File: config.mk
export PLATFORM = sky130hd
export DESIGN_NAME = modem_mqtt_response_line_parser_flat
export DESIGN_NICKNAME = d
export VERILOG_FILES = /design/src/hw/rtl/mmrlp_pkg.sv /design/src/hw/rtl/mmrlp_if.sv /design/src/hw/rtl/modem_mqtt_response_line_parser.sv /design/src/hw/rtl/mmrlp_prefix_match.sv /design/src/hw/rtl/mmrlp_num_field.sv /design/src/flat_wrapper.sv
export SDC_FILE = /design/constraint.sdc
export NUM_CORES = 1
export LEC_CHECK = 0
export ABC_AREA = 0
export BUFFER_PORTS_ARGS = -buffer_cell sky130_fd_sc_hd__buf_4
export CORE_ASPECT_RATIO = 0.75
export CORE_UTILIZATION = 49
export DETAILED_ROUTE_END_ITERATION = 10
export GPL_TIMING_DRIVEN = 0
export HOLD_SLACK_MARGIN = 0.02
export PLACE_DENSITY = 0.66
export SLEW_MARGIN = 30
export SYNTH_ARGS = -nofsm -noshare
export SYNTH_HDL_FRONTEND = slang
export SYNTH_SLANG_ARGS = --single-unit
File: constraint.sdc
create_clock -name clk_i -period 6.6 [get_ports clk_i]
set_clock_uncertainty 0.15 [all_clocks]
set_input_delay 0.66 -clock clk_i [delete_from_list [all_inputs] [get_ports clk_i]]
set_output_delay 0.66 -clock clk_i [all_outputs]
set_load 0.03 [all_outputs]
File: src/hw/rtl/mmrlp_pkg.sv
`default_nettype none

package mmrlp_pkg;

  localparam int unsigned TEXT_BYTES_DEF = 256;
  localparam int unsigned PFX_COUNT = 6;
  localparam int unsigned PFX_MAX_LEN = 14;

  // Item kinds on the result channel.
  localparam logic [1:0] KIND_TOPIC   = 2'd0;
  localparam logic [1:0] KIND_PAYLOAD = 2'd1;
  localparam logic [1:0] KIND_RESULT  = 2'd2;

  // Event codes.
  localparam logic [2:0] EV_NONE    = 3'd0;
  localparam logic [2:0] EV_CONNECT = 3'd1;
  localparam logic [2:0] EV_CONNACK = 3'd2;
  localparam logic [2:0] EV_PUBLISH = 3'd3;
  localparam logic [2:0] EV_PUBACK  = 3'd4;
  localparam logic [2:0] EV_SUBACK  = 3'd5;
  localparam logic [2:0] EV_DISC    = 3'd6;

  // Phases of the decimal field reader.
  localparam logic [1:0] NUM_SKIP   = 2'd0;
  localparam logic [1:0] NUM_DIGITS = 2'd1;
  localparam logic [1:0] NUM_DONE   = 2'd2;

  // Characters.
  localparam logic [7:0] CH_NUL   = 8'h00;
  localparam logic [7:0] CH_TAB   = 8'h09;
  localparam logic [7:0] CH_CR    = 8'h0D;
  localparam logic [7:0] CH_SPACE = 8'h20;
  localparam logic [7:0] CH_QUOTE = 8'h22;
  localparam logic [7:0] CH_PLUS  = 8'h2B;
  localparam logic [7:0] CH_COMMA = 8'h2C;
  localparam logic [7:0] CH_MINUS = 8'h2D;
  localparam logic [7:0] CH_ZERO  = 8'h30;
  localparam logic [7:0] CH_NINE  = 8'h39;

  // Common head of all prefixes: plus sign followed by the vendor tag.
  localparam logic [47:0] PFX_HEAD = 48'h2B434D515454;

  typedef struct packed {
    logic [3:0] pos;
    logic [5:0] cand;
    logic [2:0] code;
  } pfx_st_t;

  typedef struct packed {
    logic [1:0]  phase;
    logic        neg;
    logic [31:0] acc;
  } num_st_t;

  function automatic logic [3:0] pfx_len(input logic [2:0] idx);
    logic [3:0] len;
    case (idx)
      3'd0, 3'd1, 3'd2: len = 4'd14;
      3'd3, 3'd4: len = 4'd13;
      3'd5: len = 4'd11;
      default: len = 4'd0;
    endcase
    return len;
  endfunction

  function automatic logic [7:0] pfx_char(input logic [2:0] idx, input logic [3:0] pos);
    logic [111:0] s;
    logic [7:0] ch;
    case (idx)
      3'd0: s = {PFX_HEAD, "CONNECT:"};
      3'd1: s = {PFX_HEAD, "CONNACK:"};
      3'd2: s = {PFX_HEAD, "PUBLISH:"};
      3'd3: s = {PFX_HEAD, "PUBACK:", 8'h00};
      3'd4: s = {PFX_HEAD, "SUBACK:", 8'h00};
      3'd5: s = {PFX_HEAD, "DISC:", 24'h000000};
      default: s = '0;
    endcase
    if (pos < 4'(PFX_MAX_LEN)) begin
      ch = s[8 * (13 - int'(pos)) +: 8];
    end else begin
      ch = CH_NUL;
    end
    return ch;
  endfunction

endpackage

`default_nettype wire

File: src/hw/rtl/mmrlp_if.sv
`default_nettype none

interface mmrlp_in_if;
  logic       valid;
  logic       ready;
  logic [7:0] line_byte;
  logic       line_last;

  modport source (output valid, output line_byte, output line_last, input ready);
  modport sink (input valid, input line_byte, input line_last, output ready);
endinterface

interface mmrlp_out_if;
  logic               valid;
  logic               ready;
  logic [1:0]         item_kind;
  logic [7:0]         text_byte;
  logic [2:0]         event_code;
  logic signed [31:0] first_value;
  logic signed [31:0] second_value;
  logic [7:0]         topic_length;
  logic [7:0]         payload_length;

  modport source (output valid, output item_kind, output text_byte, output event_code,
                  output first_value, output second_value, output topic_length,
                  output payload_length, input ready);
  modport sink (input valid, input item_kind, input text_byte, input event_code,
                input first_value, input second_value, input topic_length,
                input payload_length, output ready);
endinterface

`default_nettype wire

File: src/hw/rtl/modem_mqtt_response_line_parser.sv
// Response line parser for a cellular modem's MQTT result lines.
// The line_i channel takes one character per request, with line_last set on
// the final character of a line. The result_o channel gives topic bytes,
// payload bytes and, for the final character, one line result with the event
// code, the two decimal fields and the kept topic and payload lengths.
// A character first lands in an input register; its parse step then runs and
// any result is loaded into the output register, and result_o presents it.
// One character is taken every cycle while the output register is free or being
// read, set by the single parse step from input register to output register;
// characters that give no result still pass through that step.
// When the receiver stalls, the output register holds its request and the
// input side keeps accepting until the input register is also full; ready
// then drops. Reset clears both registers and the line state; any
// partially received line is dropped. After each line result the line state
// returns to its reset value, ready for the next line.
`default_nettype none

module modem_mqtt_response_line_parser #(
  parameter int unsigned TEXT_BYTES = mmrlp_pkg::TEXT_BYTES_DEF
) (
  input  wire          clk_i,
  input  wire          rst_ni,
  mmrlp_in_if.sink     line_i,
  mmrlp_out_if.source  result_o
);
  import mmrlp_pkg::*;

  localparam int unsigned CW = $clog2(TEXT_BYTES);

  localparam logic [2:0] PUB_WAIT_TOPIC   = 3'd0;
  localparam logic [2:0] PUB_IN_TOPIC     = 3'd1;
  localparam logic [2:0] PUB_AFTER_TOPIC  = 3'd2;
  localparam logic [2:0] PUB_WAIT_PAYLOAD = 3'd3;
  localparam logic [2:0] PUB_IN_PAYLOAD   = 3'd4;
  localparam logic [2:0] PUB_DONE         = 3'd5;

  localparam pfx_st_t PFX_RESET = '{pos: 4'd0, cand: 6'h3F, code: EV_NONE};
  localparam num_st_t NUM_RESET = '{phase: NUM_SKIP, neg: 1'b0, acc: 32'd0};

  // Input register.
  logic       in_v_q;
  logic [7:0] in_byte_q;
  logic       in_last_q;

  // Line state.
  pfx_st_t    pfx_q, pfx_d, pfx_n;
  num_st_t    num1_q, num1_d, num1_n;
  num_st_t    num2_q, num2_d, num2_n;
  logic       armed_q, armed_d, armed_n;
  logic [2:0] pub_q, pub_d, pub_n;
  logic [CW-1:0] topic_q, topic_d, topic_n;
  logic [CW-1:0] payload_q, payload_d, payload_n;
  logic       ended_q, ended_d, ended_n;

  // Output register.
  logic               out_v_q, out_v_d;
  logic [1:0]         kind_q, kind_d;
  logic [7:0]         text_q, text_d;
  logic [2:0]         code_q, code_d;
  logic signed [31:0] first_q, first_d;
  logic signed [31:0] second_q, second_d;
  logic [7:0]         tlen_q, tlen_d;
  logic [7:0]         plen_q, plen_d;

  logic out_can;
  logic adv;
  logic cons;
  logic matched;
  logic trig;
  logic in_pub;
  logic topic_hit;
  logic payload_hit;
  logic [CW:0] text_sum;
  logic [2:0]  final_code;
  logic [CW+7:0] topic_wide;
  logic [CW+7:0] payload_wide;

  assign out_can      = !out_v_q || result_o.ready;
  assign adv          = in_v_q && out_can;
  assign line_i.ready = !in_v_q || adv;

  assign cons    = !ended_q && (in_byte_q != CH_NUL);
  assign matched = (pfx_q.code != EV_NONE);
  assign in_pub  = cons && matched && (pfx_q.code == EV_PUBLISH);
  assign trig    = (pfx_q.code == EV_PUBLISH) ?
                   ((pub_q == PUB_AFTER_TOPIC) && (in_byte_q == CH_COMMA)) :
                   (in_byte_q == CH_COMMA);

  mmrlp_prefix_match u_prefix (
    .st_i   (pfx_q),
    .char_i (in_byte_q),
    .en_i   (cons),
    .st_o   (pfx_n)
  );

  mmrlp_num_field u_first (
    .st_i   (num1_q),
    .char_i (in_byte_q),
    .en_i   (cons && matched),
    .st_o   (num1_n)
  );

  mmrlp_num_field u_second (
    .st_i   (num2_q),
    .char_i (in_byte_q),
    .en_i   (cons && matched && armed_q),
    .st_o   (num2_n)
  );

  assign armed_n  = armed_q || (cons && matched && trig);
  assign ended_n  = ended_q || (in_byte_q == CH_NUL);
  assign text_sum = {1'b0, topic_q} + {1'b0, payload_q};

  always_comb begin
    pub_n       = pub_q;
    topic_n     = topic_q;
    payload_n   = payload_q;
    topic_hit   = 1'b0;
    payload_hit = 1'b0;
    if (in_pub) begin
      case (pub_q)
        PUB_WAIT_TOPIC: begin
          if (in_byte_q == CH_QUOTE) begin
            pub_n = PUB_IN_TOPIC;
          end
        end
        PUB_IN_TOPIC: begin
          if (in_byte_q == CH_QUOTE) begin
            pub_n = PUB_AFTER_TOPIC;
          end else if (topic_q < CW'(TEXT_BYTES - 1)) begin
            topic_n   = topic_q + 1'b1;
            topic_hit = 1'b1;
          end
        end
        PUB_AFTER_TOPIC: begin
          if (in_byte_q == CH_COMMA) begin
            pub_n = PUB_WAIT_PAYLOAD;
          end
        end
        PUB_WAIT_PAYLOAD: begin
          if (in_byte_q == CH_QUOTE) begin
            pub_n = PUB_IN_PAYLOAD;
          end
        end
        PUB_IN_PAYLOAD: begin
          if (in_byte_q == CH_QUOTE) begin
            pub_n = PUB_DONE;
          end else if (text_sum < (CW + 1)'(TEXT_BYTES - 2)) begin
            payload_n   = payload_q + 1'b1;
            payload_hit = 1'b1;
          end
        end
        default: begin
        end
      endcase
    end
  end

  // Line state after this character; a final character returns it to reset.
  always_comb begin
    if (in_last_q) begin
      pfx_d     = PFX_RESET;
      num1_d    = NUM_RESET;
      num2_d    = NUM_RESET;
      armed_d   = 1'b0;
      pub_d     = PUB_WAIT_TOPIC;
      topic_d   = '0;
      payload_d = '0;
      ended_d   = 1'b0;
    end else begin
      pfx_d     = pfx_n;
      num1_d    = num1_n;
      num2_d    = num2_n;
      armed_d   = armed_n;
      pub_d     = pub_n;
      topic_d   = topic_n;
      payload_d = payload_n;
      ended_d   = ended_n;
    end
  end

  assign final_code   = ((pfx_n.code == EV_PUBLISH) && (pub_n != PUB_DONE)) ?
                        EV_NONE : pfx_n.code;
  assign topic_wide   = {8'd0, topic_n};
  assign payload_wide = {8'd0, payload_n};

  always_comb begin
    out_v_d  = out_v_q;
    kind_d   = kind_q;
    text_d   = text_q;
    code_d   = code_q;
    first_d  = first_q;
    second_d = second_q;
    tlen_d   = tlen_q;
    plen_d   = plen_q;
    if (out_can) begin
      out_v_d  = adv && (in_last_q || topic_hit || payload_hit);
      kind_d   = KIND_TOPIC;
      text_d   = 8'd0;
      code_d   = EV_NONE;
      first_d  = 32'sd0;
      second_d = 32'sd0;
      tlen_d   = 8'd0;
      plen_d   = 8'd0;
      if (in_last_q) begin
        kind_d = KIND_RESULT;
        code_d = final_code;
        if (final_code != EV_NONE) begin
          if (num1_n.neg) begin
            first_d = 32'd0 - num1_n.acc;
          end else begin
            first_d = num1_n.acc[31] ? 32'h7FFFFFFF : num1_n.acc;
          end
          if ((final_code == EV_CONNACK) || (final_code == EV_PUBLISH) ||
              (final_code == EV_PUBACK) || (final_code == EV_SUBACK)) begin
            if (num2_n.neg) begin
              second_d = 32'd0 - num2_n.acc;
            end else begin
              second_d = num2_n.acc[31] ? 32'h7FFFFFFF : num2_n.acc;
            end
          end
          if (final_code == EV_PUBLISH) begin
            tlen_d = topic_wide[7:0];
            plen_d = payload_wide[7:0];
          end
        end
      end else if (topic_hit) begin
        kind_d = KIND_TOPIC;
        text_d = in_byte_q;
      end else if (payload_hit) begin
        kind_d = KIND_PAYLOAD;
        text_d = in_byte_q;
      end
    end
  end

  always_ff @(posedge clk_i or negedge rst_ni) begin
    if (!rst_ni) begin
      in_v_q    <= 1'b0;
      out_v_q   <= 1'b0;
      pfx_q     <= PFX_RESET;
      num1_q    <= NUM_RESET;
      num2_q    <= NUM_RESET;
      armed_q   <= 1'b0;
      pub_q     <= PUB_WAIT_TOPIC;
      topic_q   <= '0;
      payload_q <= '0;
      ended_q   <= 1'b0;
    end else begin
      in_v_q  <= line_i.ready ? line_i.valid : in_v_q;
      out_v_q <= out_v_d;
      if (adv) begin
        pfx_q     <= pfx_d;
        num1_q    <= num1_d;
        num2_q    <= num2_d;
        armed_q   <= armed_d;
        pub_q     <= pub_d;
        topic_q   <= topic_d;
        payload_q <= payload_d;
        ended_q   <= ended_d;
      end
    end
  end

  always_ff @(posedge clk_i) begin
    if (line_i.ready && line_i.valid) begin
      in_byte_q <= line_i.line_byte;
      in_last_q <= line_i.line_last;
    end
    kind_q   <= kind_d;
    text_q   <= text_d;
    code_q   <= code_d;
    first_q  <= first_d;
    second_q <= second_d;
    tlen_q   <= tlen_d;
    plen_q   <= plen_d;
  end

  assign result_o.valid          = out_v_q;
  assign result_o.item_kind      = kind_q;
  assign result_o.text_byte      = text_q;
  assign result_o.event_code     = code_q;
  assign result_o.first_value    = first_q;
  assign result_o.second_value   = second_q;
  assign result_o.topic_length   = tlen_q;
  assign result_o.payload_length = plen_q;

endmodule

`default_nettype wire

File: src/hw/rtl/mmrlp_prefix_match.sv
`default_nettype none

module mmrlp_prefix_match (
  input  mmrlp_pkg::pfx_st_t st_i,
  input  logic [7:0]         char_i,
  input  logic               en_i,
  output mmrlp_pkg::pfx_st_t st_o
);
  import mmrlp_pkg::*;

  always_comb begin
    st_o = st_i;
    if (en_i && (st_i.code == EV_NONE) && (st_i.cand != 6'd0) && (st_i.pos < 4'd15)) begin
      for (int i = 0; i < int'(PFX_COUNT); i++) begin
        if (st_i.cand[i]) begin
          if ((st_i.pos >= pfx_len(3'(i))) || (char_i != pfx_char(3'(i), st_i.pos))) begin
            st_o.cand[i] = 1'b0;
          end else if (st_i.pos == (pfx_len(3'(i)) - 4'd1)) begin
            st_o.code = 3'(i + 1);
          end
        end
      end
      st_o.pos = st_i.pos + 4'd1;
    end
  end

endmodule

`default_nettype wire

File: src/hw/rtl/mmrlp_num_field.sv
`default_nettype none

module mmrlp_num_field (
  input  mmrlp_pkg::num_st_t st_i,
  input  logic [7:0]         char_i,
  input  logic               en_i,
  output mmrlp_pkg::num_st_t st_o
);
  import mmrlp_pkg::*;

  logic        is_ws;
  logic        is_dig;
  logic [3:0]  dig_val;
  logic [7:0]  dig_diff;
  logic [35:0] scaled;

  assign is_ws    = (char_i == CH_SPACE) || ((char_i >= CH_TAB) && (char_i <= CH_CR));
  assign is_dig   = (char_i >= CH_ZERO) && (char_i <= CH_NINE);
  assign dig_diff = char_i - CH_ZERO;
  assign dig_val  = dig_diff[3:0];
  assign scaled   = {1'b0, st_i.acc, 3'b000} + {3'b000, st_i.acc, 1'b0} + {32'd0, dig_val};

  always_comb begin
    st_o = st_i;
    if (en_i) begin
      case (st_i.phase)
        NUM_SKIP: begin
          if (!is_ws) begin
            if ((char_i == CH_PLUS) || (char_i == CH_MINUS)) begin
              st_o.neg   = (char_i == CH_MINUS);
              st_o.phase = NUM_DIGITS;
            end else if (is_dig) begin
              st_o.acc   = {28'd0, dig_val};
              st_o.phase = NUM_DIGITS;
            end else begin
              st_o.phase = NUM_DONE;
            end
          end
        end
        NUM_DIGITS: begin
          if (is_dig) begin
            if (scaled > 36'h080000000) begin
              st_o.acc = 32'h80000000;
            end else begin
              st_o.acc = scaled[31:0];
            end
          end else begin
            st_o.phase = NUM_DONE;
          end
        end
        default: begin
        end
      endcase
    end
  end

endmodule

`default_nettype wire

File: src/flat_wrapper.sv
// flat-port wrapper written by rule: the top's interface ports become plain ports
module modem_mqtt_response_line_parser_flat import mmrlp_pkg::*;
#(
  parameter int unsigned TEXT_BYTES = mmrlp_pkg::TEXT_BYTES_DEF
)
  (clk_i, rst_ni, line_i_valid, line_i_line_byte, line_i_line_last, line_i_ready, result_o_valid, result_o_item_kind, result_o_text_byte, result_o_event_code, result_o_first_value, result_o_second_value, result_o_topic_length, result_o_payload_length, result_o_ready);
  mmrlp_in_if line_i_i ();
  mmrlp_out_if result_o_i ();
  input  wire clk_i;
  input  wire rst_ni;
  input wire logic [$bits(line_i_i.valid)-1:0] line_i_valid;
  input wire logic [$bits(line_i_i.line_byte)-1:0] line_i_line_byte;
  input wire logic [$bits(line_i_i.line_last)-1:0] line_i_line_last;
  output wire logic [$bits(line_i_i.ready)-1:0] line_i_ready;
  output wire logic [$bits(result_o_i.valid)-1:0] result_o_valid;
  output wire logic [$bits(result_o_i.item_kind)-1:0] result_o_item_kind;
  output wire logic [$bits(result_o_i.text_byte)-1:0] result_o_text_byte;
  output wire logic [$bits(result_o_i.event_code)-1:0] result_o_event_code;
  output wire logic [$bits(result_o_i.first_value)-1:0] result_o_first_value;
  output wire logic [$bits(result_o_i.second_value)-1:0] result_o_second_value;
  output wire logic [$bits(result_o_i.topic_length)-1:0] result_o_topic_length;
  output wire logic [$bits(result_o_i.payload_length)-1:0] result_o_payload_length;
  input wire logic [$bits(result_o_i.ready)-1:0] result_o_ready;
  assign line_i_i.valid = line_i_valid;
  assign line_i_i.line_byte = line_i_line_byte;
  assign line_i_i.line_last = line_i_line_last;
  assign line_i_ready = line_i_i.ready;
  assign result_o_valid = result_o_i.valid;
  assign result_o_item_kind = result_o_i.item_kind;
  assign result_o_text_byte = result_o_i.text_byte;
  assign result_o_event_code = result_o_i.event_code;
  assign result_o_first_value = result_o_i.first_value;
  assign result_o_second_value = result_o_i.second_value;
  assign result_o_topic_length = result_o_i.topic_length;
  assign result_o_payload_length = result_o_i.payload_length;
  assign result_o_i.ready = result_o_ready;
  modem_mqtt_response_line_parser #(.TEXT_BYTES(TEXT_BYTES)) u_core (.clk_i(clk_i), .rst_ni(rst_ni), .line_i(line_i_i), .result_o(result_o_i));
endmodule
==> impl_metrics.toml <==
[outcome]
status = "completed"

[floorplanning]
core_area_um2 = 36300
die_h_um = 169
placementRows = 60
ios = 108
die_x_um = 225
initial_utilization_pct = 50.4
fp.dieArea_um2 = 38000

[logic_synthesis]
synth-edff-count = 102
yosys.area.top_type = "edfxtp_1"
avgSynthCellArea_um2 = 8.36
netlist_top_cells_area = "edfxtp_1 (17%), dfrtp_1 (14%), ha_1 (9.9%), o21ai_0 (5.3%), nand2_1 (5.0%)"
ys_seq_elements = 208
yosys_warnings = 0
synthArstFlopShare_pct = 51.0
synth-main-ff-cell = "edfxtp_1"
synth_top_area_share_pct = 16.8
synthCells = 2185
synthesis.nets = 2347
synthesis.area_um2 = 18300
synth_cell_types = 96
yosysSeqAreaShare_pct = 31.3

[clocking]
h-tree-depth = 1
clockBufferDepth = 3
cts.sinks = 208
insertion_delay_ps = 550
cts-root-buf = "clkbuf_16"
cts_buffers = 25
clk_pin_slew_ps = 60
cts_tree = "built"

[worst_setup_path]
timing.rr.end = "u_core.result_o.first_value[28]"
max_stage_delay_ps = 520
r2r_cells = 21
critPathKind = "register to register"
r2r_slack_ps = 150
critPathMaxFanout = 9
critPathLaunchType = "register"
cp_cell_sequence = "buf_4 > fa_1 > ha_1 > a211oi_2 > o31ai_4 > a31oi_4 > o31ai_1 > a221oi_2 > nor3_1 > a2111o_1 > buf_4 > nor3_4 > a31oi_4 > ha_2 > nand2_1 > a21o_1 > a221o_2 > nor4_4 > nand4_1 > xnor2_1 > a211oi_2"
cp-startpoint = "u_core.in_byte_q[3]"
critPathRequiredTime_ps = 6790
endpoint_kind = "register"
reg2reg_from = "u_core.in_byte_q[3]"
crit_slowest_cell = "fa_1"
arrival_ps = 6640

[global_routing]
track_usage_pct = 35.1
grt_pass1_vias = 17400
overflow = 0
grt_pass1_wl_um = 104000
antenna_found_initial = 0
grt_max_degree = 82

[detailed_routing]
ant_nets = 0
drt_iter0_drc = 2345
wl_met2_um = 27800
m1WireLength_um = 31500
met3WireLength_um = 7590
drt-vias-per-instance = 6.66
vias = 19000
routed.top_layer = "met4"
first_pass_iters = 6
drc = 0
drt-wirelength-per-cell_um = 23.9
wl_um = 68300

[finish]
num_antenna_cells = 0
final_util_pct = 58.3
nNetsFinal = 2504
drive_gt1_share_pct = 12.3
area_growth_pct = 15.9

[placed_design]
port_buffers = 107
preCtsSetupSlack_ps = -918
place_hpwl_um = 52800
place.gp.congestion = 0.989

[worst_hold_path]
min_path_type = "input pin to register"
hp-start = "line_i_line_last"
hold_depth = 1
holdPathEnd = "u_core.in_last_q"

[timing]
grt_setup_unrepaired = "yes"
tightest_slew_ps = 1010
fin_crit_sh_pct = 97.7
max_freq_mhz = 155
timing.hold.ws_ps = 155
setup_viol = 0
max_slew_margin_pct = 33.0
finalCriticalPeriod_ps = 6450
setup_slack_ps = 154
finalHoldViolations = 0
drv_slew = 0

[power_and_ir_drop]
power_leakage_nw = 8.99
p_seq_share_pct = 35.4
p_per_area_nw_per_um2 = 205
power_w = 0.00433
p_sw_w = 0.00158
p_sw_share_pct = 36.4
pwr-share-clk_pct = 32.5
p_comb_share_pct = 32.1
intPower_w = 0.00275
ir_drop_mv = 0.159

[job]
max_cap_violations = 0
-- Yosys cell counts (15+ instances only) --
cell type,instances
nand3_1,56
a21oi_1,170
nand2b_1,20
o21ai_0,194
xnor2_1,69
o21a_1,27
nand2_1,243
and3_1,25
o31ai_1,17
and2_1,27
o211ai_1,18
nor2_1,188
a31oi_1,22
inv_1,38
a211oi_1,43
edfxtp_1,102
a21o_1,30
nor4_1,22
ha_1,144
nor3_1,71
clkbuf_1,95
a221oi_1,30
dfrtp_1,100
nor2b_1,15
a22o_1,39
a22oi_1,17
xor2_1,54
or3_1,19
nand4_1,37
-- power by group through the flow --
stage / Sequential (W) / Combinational [W] / Clock (W)
2_1_floorplan: 0.00162 / 0.000827 / 0
3_3_place_gp: 0.00156 / 0.00133 / 0
3_5_place_dp: 0.00155 / 0.00133 / 0
4_1_cts: 0.00153 / 0.00134 / 0.00142
5_1_grt: 0.00154 / 0.00148 / 0.00146
6_report: 0.00153 / 0.00139 / 0.00141
-- per-layer routing --
| layer | up-vias | track usage, % |
|---|---|---|
| li1 | 8598 | - |
| met1 | 9240 | 54.6 |
| met2 | 1079 | 49.5 |
| met3 | 116 | 6.73 |
| met4 | 0 | 7.45 |
| met5 | - | 0 |
-- cell usage in the layout, fill, tap and decap left out, drive strengths merged, types with 23 or more instances in the layout --
master,instances
nor2,188
xor2,54
nand4,37
nand3,58
edfxtp,102
inv,40
o21a,27
a31oi,23
nor3,71
and3,26
o21ai,202
ha,144
a21oi,170
nor4,24
buf,152
a22o,39
xnor2,69
nand2,244
a211oi,45
and2,29
a221oi,30
a21o,30
clkbuf,130
dfrtp,100
-- critical path: cells and delay by family, from the launching register on --
family / cells / cell delay (ps)
AOI/OAI and AO/OA: 10 / 2870
and+or+nand+nor: 5 / 1200
adders and majority gates: 3 / 1080
buffers and inverters: 2 / 380
DFF: 1 / 370
xor gates and xnor gates: 1 / 190
-- layout make-up --
class / count / area (um2)
Multi-Input combinational cell: 1819 / 12300
Buffer: 113 / 455
Timing Repair Buffer: 133 / 1060
Clock buffer: 37 / 732
Tap cell: 496 / 621
Sequential cell: 208 / 5720
Clock inverter: 9 / 101
Inverter: 42 / 158
Fill cell: 3305 / 15100
-- registers in the layout, summed over array words and instances, names as in the netlist --
signal / flops
u_core.result_o.valid: 1
u_core.in_v_q: 1
u_core.result_o.text_byte: 8
u_core.pfx_q: 13
u_core.result_o.item_kind: 2
u_core.result_o.second_value: 32
u_core.armed_q: 1
u_core.in_last_q: 1
u_core.in_byte_q: 8
u_core.ended_q: 1
u_core.result_o.first_value: 32
u_core.topic_q: 8
u_core.pub_q: 3
u_core.result_o.event_code: 3
u_core.result_o.payload_length: 8
u_core.payload_q: 8
u_core.num1_q: 35
u_core.num2_q: 35
u_core.result_o.topic_length: 8
-- stage by stage --
stage	std cells	area, um2	TNS, ps
after floorplan	2185	18300	0
after global placement	2788	19700	-16260
after detailed placement	2791	19800	-16270
after CTS	2850	20900	-16.3
after global routing	2857	21200	-23.6
final	2857	21200	0
-- kinds of logic after synthesis --
group | Yosys count | share of synthesized area (%)
buffers and inverters | 158 | 3.44
and+or+nand+nor | 792 | 21.1
adders and majority gates | 149 | 10.4
DFF | 208 | 31.3
AOI/OAI and AO/OA | 742 | 27.0
xor gates and xnor gates | 123 | 5.90
muxes | 13 | 0.733
-- how the worst max path moves through the flow --
stage                                                   to  slack, ps  depth (start not counted)
after floorplan            u_core.result_o.first_value[30]        660                         22
after CTS                 u_core.result_o.second_value[28]        -20                         24
after global routing       u_core.result_o.second_value[7]        -20                         14
after global placement    u_core.result_o.second_value[26]       -920                         23
final                      u_core.result_o.first_value[28]        150                         21
after detailed placement  u_core.result_o.second_value[28]       -920                         23
-- timing repair --
action	CTS	global route
hold buffers	1	0
endpoints found under the setup margin	43	29
resized for setup	34	48
endpoints found under the hold margin	19	0
pin swaps	6	12
setup buffers	12	10
Power figures use the tool's default switching activity.
